===== config.mk =====
export PLATFORM = sky130hd
export DESIGN_NAME = dscb_div
export DESIGN_NICKNAME = d
export VERILOG_FILES = /design/src/dscb_div.sv
export SDC_FILE = /design/constraint.sdc
export NUM_CORES = 2
export LEC_CHECK = 0
export BUFFER_PORTS_ARGS = -buffer_cell sky130_fd_sc_hd__buf_4
export CAP_MARGIN = 25
export CELL_PAD_IN_SITES_DETAIL_PLACEMENT = 0
export CELL_PAD_IN_SITES_GLOBAL_PLACEMENT = 1
export CORE_ASPECT_RATIO = 1.4
export CORE_MARGIN = 1.5
export CORE_UTILIZATION = 45
export CTS_CLUSTER_DIAMETER = 40
export DETAILED_ROUTE_END_ITERATION = 8
export HOLD_SLACK_MARGIN = 0.05
export PLACE_DENSITY = 0.7
export SETUP_SLACK_MARGIN = 0.15
export SLEW_MARGIN = 20
export SYNTH_ARGS = -nofsm -noshare
export SYNTH_HDL_FRONTEND = slang
export SYNTH_SLANG_ARGS = --single-unit

===== constraint.sdc =====
create_clock -name clk -period 3.9 [get_ports clk]
set_input_delay 0.78 -clock clk [delete_from_list [all_inputs] [get_ports clk]]
set_output_delay 0.78 -clock clk [all_outputs]
set_load 0.01 [all_outputs]

===== src/dscb_div.sv =====
// pipelined restoring divider, one quotient bit per stage
// standalone; sideband travels with each item
`timescale 1ns / 1ps

module dscb_div #(
  parameter int QW     = 31,
  parameter int DVS_W  = 32,
  parameter int SIDE_W = 2
) (
  input  logic              clk,
  input  logic              rst,
  input  logic              en,
  input  logic              v_in,
  input  logic [DVS_W-1:0]  rem_in,   // must be below the divisor
  input  logic [QW-1:0]     dvd_in,
  input  logic [DVS_W-1:0]  dvs_in,
  input  logic [SIDE_W-1:0] side_in,
  output logic              v_out,
  output logic [QW-1:0]     quo_out,
  output logic [SIDE_W-1:0] side_out
);

  logic              v   [QW+1];
  logic [DVS_W-1:0]  rem [QW+1];
  logic [QW-1:0]     dq  [QW+1];
  logic [DVS_W-1:0]  dvs [QW+1];
  logic [SIDE_W-1:0] sd  [QW+1];

  assign v[0]   = v_in;
  assign rem[0] = rem_in;
  assign dq[0]  = dvd_in;
  assign dvs[0] = dvs_in;
  assign sd[0]  = side_in;

  for (genvar i = 0; i < QW; i++) begin : g_stage
    logic [DVS_W:0]   r2;
    logic [DVS_W:0]   sub;
    logic             ge;
    logic [DVS_W-1:0] rem_next;
    logic [QW-1:0]    dq_next;

    always_comb begin
      r2       = {rem[i], dq[i][QW-1]};
      sub      = r2 - {1'b0, dvs[i]};
      ge       = r2 >= {1'b0, dvs[i]};
      rem_next = ge ? sub[DVS_W-1:0] : r2[DVS_W-1:0];
      dq_next  = {dq[i][QW-2:0], ge};
    end

    always_ff @(posedge clk) begin
      if (rst) begin
        v[i+1] <= 1'b0;
      end else if (en) begin
        v[i+1] <= v[i];
      end
    end

    always_ff @(posedge clk) begin
      if (en) begin
        rem[i+1] <= rem_next;
        dq[i+1]  <= dq_next;
        dvs[i+1] <= dvs[i];
        sd[i+1]  <= sd[i];
      end
    end
  end

  assign v_out    = v[QW];
  assign quo_out  = dq[QW];
  assign side_out = sd[QW];

endmodule


# After elaboration in Yosys (flattened, before gate mapping)
# Index checks and enable logic that the tools add are counted.
# word_totals
in_bits,101
regBits,2974
output_inout_bits,34
# op_classes
muxes,30
n_addsub,30
magnitude_cmp,31
# op_table
cell,n
33-bit by 32-bit >= comparator with 1-bit output,31
32-bit two-way mux,30
32-bit subtractor,30

# Depth between registers and ports, before layout
# depth
word_depth,2
mapped_depth,16
mapped_depth_nobuf,14

# Worst setup path after synthesis
# Ideal clock, no wire load.
# synth_timing
path_type,input to register
from,in dvd_in[30]
to,"reg rem (netlist bit g_stage[1].r2[31]), data pin"
setup_slack_ns,0.153
path_stages,14
path_buffers,0
setup_time_ns,0.260
t_arrival_ns,3.487
path_cell_list,inv_1 -> ha_1 -> fa_1 -> nor2b_1 -> o31a_1 -> o211ai_1 -> a211oi_1 -> o221ai_1 -> o21ai_0 -> a31oi_1 -> o21ai_0 -> o221ai_1 -> xnor2_1 -> mux2_2
# synth_between
elab_chain_len,2
word_cells_on_any_way,3
# synth_lines
element,line_no,source
start: declaration,15,"input logic [QW-1:0] dvd_in,"
32-bit subtractor / 33-bit by 32-bit >= comparator with 1-bit output (equally long branches),"44, 45",
32-bit two-way mux (*),46,rem_next = ge ? sub[DVS_W-1:0] : r2[DVS_W-1:0];
net g_stage[0].rem_next[30],39,logic [DVS_W-1:0] rem_next;
end signal: indexed assignment,60,rem[i+1] <= rem_next;
end: declaration,24,logic [DVS_W-1:0] rem [QW+1];
# The timed path passes the listed nets; every way through them passes the cells marked *.
# A chain may end at the register's enable or synchronous reset.

# Final worst setup path
# layout_timing
from,reg rem (netlist bit g_stage[28].r2[1])
to,"reg rem (netlist bit g_stage[29].r2[23]), data pin"
# layout_between
elab_chain_len,2
word_cells_on_any_way,3
# layout_lines
element,line_no
32-bit subtractor / 33-bit by 32-bit >= comparator with 1-bit output (equally long branches),"44, 45"
32-bit two-way mux (*),46
net g_stage[28].rem_next[22],39
# Marks and branches as above.

==> impl_metrics.prom <==
# TYPE chip_impl_metric gauge
chip_impl_metric{name="synth.top_cell.area_share",unit=""} 0.582
chip_impl_metric{name="synth_simple_gate_area_share",unit=""} 0.0776
chip_impl_metric{name="maximum_capacitance_violations",unit=""} 0
chip_impl_metric{name="syn_nets",unit=""} 13500
chip_impl_metric{name="cts_num_sinks",unit=""} 2974
chip_impl_metric{name="buffers_plus_inverters_on_the_worst_setup_path",unit=""} 3
chip_impl_info{name="run_status",value="complete, but fails checks"} 1
chip_impl_metric{name="tns",unit="ps"} -871
chip_impl_metric{name="worst_skew_pair.late_latency",unit="ps"} 950
chip_impl_metric{name="vias_per_cell",unit=""} 5.40
chip_impl_metric{name="cts_inserted_buffers",unit=""} 399
chip_impl_metric{name="multi_input_comb_area",unit="mm2"} 0.0593
chip_impl_metric{name="regArea",unit="mm2"} 0.0890
chip_impl_metric{name="area_delta_synth_final",unit="%"} 21.4
chip_impl_metric{name="power.static_leakage",unit="nW"} 75.6
chip_impl_info{name="synth_flop_cell",value="sky130_fd_sc_hd__edfxtp_1"} 1
chip_impl_info{name="cp-start-kind",value="register"} 1
chip_impl_metric{name="timing.hold.ws",unit="ps"} 140
chip_impl_metric{name="tightest_slew",unit="ps"} 903
chip_impl_metric{name="first_pass_iters",unit=""} 5
chip_impl_metric{name="synth_area",unit="mm2"} 0.152
chip_impl_metric{name="finalClockSkew",unit="ps"} 81.2
chip_impl_metric{name="final.period_utilization",unit=""} 1.01
chip_impl_metric{name="via_count_of_the_first_global_routing_pass",unit=""} 105000
chip_impl_metric{name="avgSynthCellArea",unit="um2"} 12.2
chip_impl_info{name="timing.critical_path.max_delay_family",value="compound AO/OA/AOI/OAI gates"} 1
chip_impl_info{name="crit_top_cell",value="sky130_fd_sc_hd__o21ai_2"} 1
chip_impl_metric{name="avgRoutedWirePerCell",unit="um"} 21.9
chip_impl_info{name="cp_slowest_cell",value="sky130_fd_sc_hd__or4b_4"} 1
chip_impl_metric{name="final_max_slew_viol_count",unit=""} 0
chip_impl_metric{name="slew_headroom",unit=""} 0.383
chip_impl_metric{name="gp_congestion",unit=""} 0.945
chip_impl_metric{name="peakVddDrop",unit="V"} 0.000438
chip_impl_info{name="cts.root.buffer_cell",value="sky130_fd_sc_hd__clkbuf_16"} 1
chip_impl_metric{name="detailed_place_hpwl",unit="mm"} 308
chip_impl_metric{name="numPortBuffers",unit=""} 134
chip_impl_info{name="grt_setup_unrepaired",value="true"} 1
chip_impl_info{name="violations",value="negative setup slack"} 1
chip_impl_metric{name="initial_antenna_violation_count",unit=""} 6
chip_impl_metric{name="floorplan.die_area",unit="mm2"} 0.341
chip_impl_metric{name="die_width",unit="um"} 494
chip_impl_metric{name="synth.area.mux_share",unit=""} 0.0374
chip_impl_metric{name="route.final.wire_length",unit="mm"} 407
chip_impl_metric{name="ant_nets",unit=""} 0
chip_impl_metric{name="crit_path_max_fanout",unit=""} 8
chip_impl_info{name="dominant_cell_by_count_in_the_synthesized_netlist",value="sky130_fd_sc_hd__edfxtp_1"} 1
chip_impl_metric{name="final.setup.worst_slack",unit="ps"} -58.4
chip_impl_metric{name="synth-edff-count",unit=""} 2943
chip_impl_metric{name="placement.cell_area",unit="mm2"} 0.166
chip_impl_metric{name="ios",unit=""} 135
chip_impl_metric{name="timing.final.setup_violations",unit=""} 30
chip_impl_metric{name="power_density_over_the_cells",unit="mW/mm2"} 884
chip_impl_metric{name="adder_cell_fraction_of_synth_area",unit=""} 0.0857
chip_impl_metric{name="die_boundary_height",unit="um"} 690
chip_impl_metric{name="post-route-util",unit=""} 0.549
chip_impl_metric{name="worst-endpoint-arrival",unit="ps"} 4600
chip_impl_metric{name="hold_violations",unit=""} 0
chip_impl_metric{name="final.min_clock_period",unit="ps"} 3960
chip_impl_info{name="largest_cells_by_area_after_synthesis",value="sky130_fd_sc_hd__edfxtp_1 (58%), sky130_fd_sc_hd__ha_1 (8.2%), sky130_fd_sc_hd__a21oi_1 (3.1%)"} 1
chip_impl_metric{name="drive_above_1_share",unit=""} 0.197
chip_impl_metric{name="num-fill-cells",unit=""} 28200
chip_impl_info{name="timing.critical_path.to_type",value="register"} 1
chip_impl_metric{name="synth.lib_cells_used.distinct",unit=""} 94
chip_impl_metric{name="start_util",unit=""} 0.452
chip_impl_metric{name="ys_seq_elements",unit=""} 2974
chip_impl_info{name="min_path_type",value="in2reg"} 1
chip_impl_info{name="crit_path_cell_trace",value="ha_4 -> nor2b_4 -> o31a_1 -> o21ai_2 -> o211ai_2 -> a221o_1 -> a21oi_2 -> buf_6 -> or4b_4 -> o21ai_2 -> a211o_1 -> a41o_4 -> buf_12 -> buf_16 -> mux2_4"} 1
chip_impl_metric{name="vias",unit=""} 101000
chip_impl_metric{name="async_flop_share",unit=""} 0
chip_impl_metric{name="syn_inst",unit=""} 12400
chip_impl_metric{name="htree_levels",unit=""} 5
chip_impl_metric{name="drt_first_iter_violations",unit=""} 5381
chip_impl_metric{name="compound_cell_area_share_of_the_yosys_netlist",unit=""} 0.127
chip_impl_info{name="cts_tree",value="done"} 1
chip_impl_metric{name="drc_errors",unit=""} 0
chip_impl_metric{name="synthesis.yosys.warnings",unit=""} 0
chip_impl_metric{name="core",unit="mm2"} 0.336
chip_impl_info{name="commonest_cells_post_synth",value="sky130_fd_sc_hd__edfxtp_1 (2943), sky130_fd_sc_hd__inv_1 (1227), sky130_fd_sc_hd__ha_1 (992)"} 1
chip_impl_info{name="worst-setup-path-type",value="reg2reg"} 1
chip_impl_metric{name="seq_area_frac_synth",unit=""} 0.586
chip_impl_metric{name="wire_length_of_the_first_global_routing_pass",unit="mm"} 604
chip_impl_info{name="combinational_family_with_the_most_area_after_synthesis",value="compound AO/OA/AOI/OAI gates"} 1
chip_impl_metric{name="fp-row-count",unit=""} 252
chip_impl_metric{name="finish.instance_area",unit="mm2"} 0.184
chip_impl_metric{name="finish.net_count",unit=""} 15000
chip_impl_metric{name="cp_data_required_time",unit="ps"} 4540
chip_impl_metric{name="max_clock_freq",unit="GHz"} 0.253
chip_impl_metric{name="synthXorXnorAreaFrac",unit=""} 0.0473
chip_impl_metric{name="globalRoute.totalOverflow",unit=""} 0
chip_impl_metric{name="pin_count_of_the_biggest_net_entering_global_routing",unit=""} 141
chip_impl_metric{name="dpl_worst_slack",unit="ps"} -747
chip_impl_metric{name="track_usage",unit=""} 0.232
chip_impl_metric{name="cts.clk_slew.worst_paths",unit="ps"} 60
chip_impl_metric{name="ctsLongestPathBuffers",unit=""} 4
chip_impl_metric{name="cpPeakStageDelay",unit="ps"} 560
chip_impl_info{name="yosys.area.top_type",value="sky130_fd_sc_hd__edfxtp_1"} 1
## final timing paths
| path | to | cells past startpoint | startpoint | slack [ps] |
|---|---|---|---|---|
| max reg2reg | g_stage[29].r2[23] | 15 | g_stage[28].r2[1] | -60 |
| max | g_stage[29].r2[23] | 15 | g_stage[28].r2[1] | -60 |
| min | dvs[962] | 2 | dvs_in[2] | 140 |
| min reg2reg | dq[623] | 0 | dq[653] | 390 |
## registers in the layout, indices dropped and copies added (netlist names)
register / flops
dvs: 960
g_stage.r2: 960
dq: 930
sd: 60
quo_out: 31
v: 30
side_out: 2
v_out: 1
## logic make-up (layout without fill, tap and decap cells)
family                   Yosys count  after routing
multiplexers                     494            494
AND/OR/NAND/NOR                 2511           2511
adder cells (fa/ha/maj)         1022           1022
AO/OA/AOI/OAI                   3072           3072
flip-flops                      2974           2974
buffers and inverters           1528           3268
XOR/XNOR                         821            821
other                              0              9
## layout by cell type (no fill, tap or decap), drive strengths merged, types with 56 or more instances in the layout
cell type	instances
edfxtp	2943
inv	1313
buf	1230
ha	992
a21oi	947
nand2	838
o21ai	776
nor2	647
xnor2	510
a21o	505
clkbuf	450
mux2	427
xor2	311
nand3	171
nor2b	154
nand2b	148
nand4	132
clkinv	127
nor3	121
o21a	121
a31oi	106
o21bai	97
and3	87
a211oi	79
mux2i	67
dlygate4sd3	62
o31ai	56
## per-layer routing
layer,up-vias,routed length (um),global-route usage,share of wire
met5,-,10,0,0.000025
met4,2,34400,0.162,0.084
met3,1103,11800,0.0277,0.029
met2,2000,230000,0.463,0.56
met1,48800,132000,0.211,0.32
li1,48600,-,-,-
## repair_timing
action                     CTS  global route
hold endpoints to repair    62             0
cloned                      10            16
setup endpoints to repair  526           737
gates resized for setup    251           388
pin swaps                   59           151
setup buffers               53            77
hold buffers                62             0
## final cells by class
class,instances,share of cell area
clock buffer,436,0.0556
antenna,9,0.000122
clock inverter,298,0.0195
tap,4445,0.0302
multi-input combinational,7920,0.322
timing repair buffer,1307,0.0653
sequential,2974,0.483
inverter,1227,0.0251
## report_power, final
| part | internal [mW] | total (mW) | leakage, nW | switching (mW) |
|---|---|---|---|---|
| Combinational | 35.0 | 74.9 | 39.9 | 39.9 |
| Clock | 22.7 | 37.5 | 6.67 | 14.8 |
| Sequential | 45.9 | 50.7 | 29.0 | 4.75 |
## per-stage QoR
| step | std cells | total power, mW |
|---|---|---|
| floorplan | 12400 | 94.6 |
| global placement | 17700 | 119 |
| detailed placement | 17700 | 120 |
| CTS | 18500 | 161 |
| global route | 18600 | 172 |
| finish | 18600 | 163 |
Power figures use the tool's default switching activity.
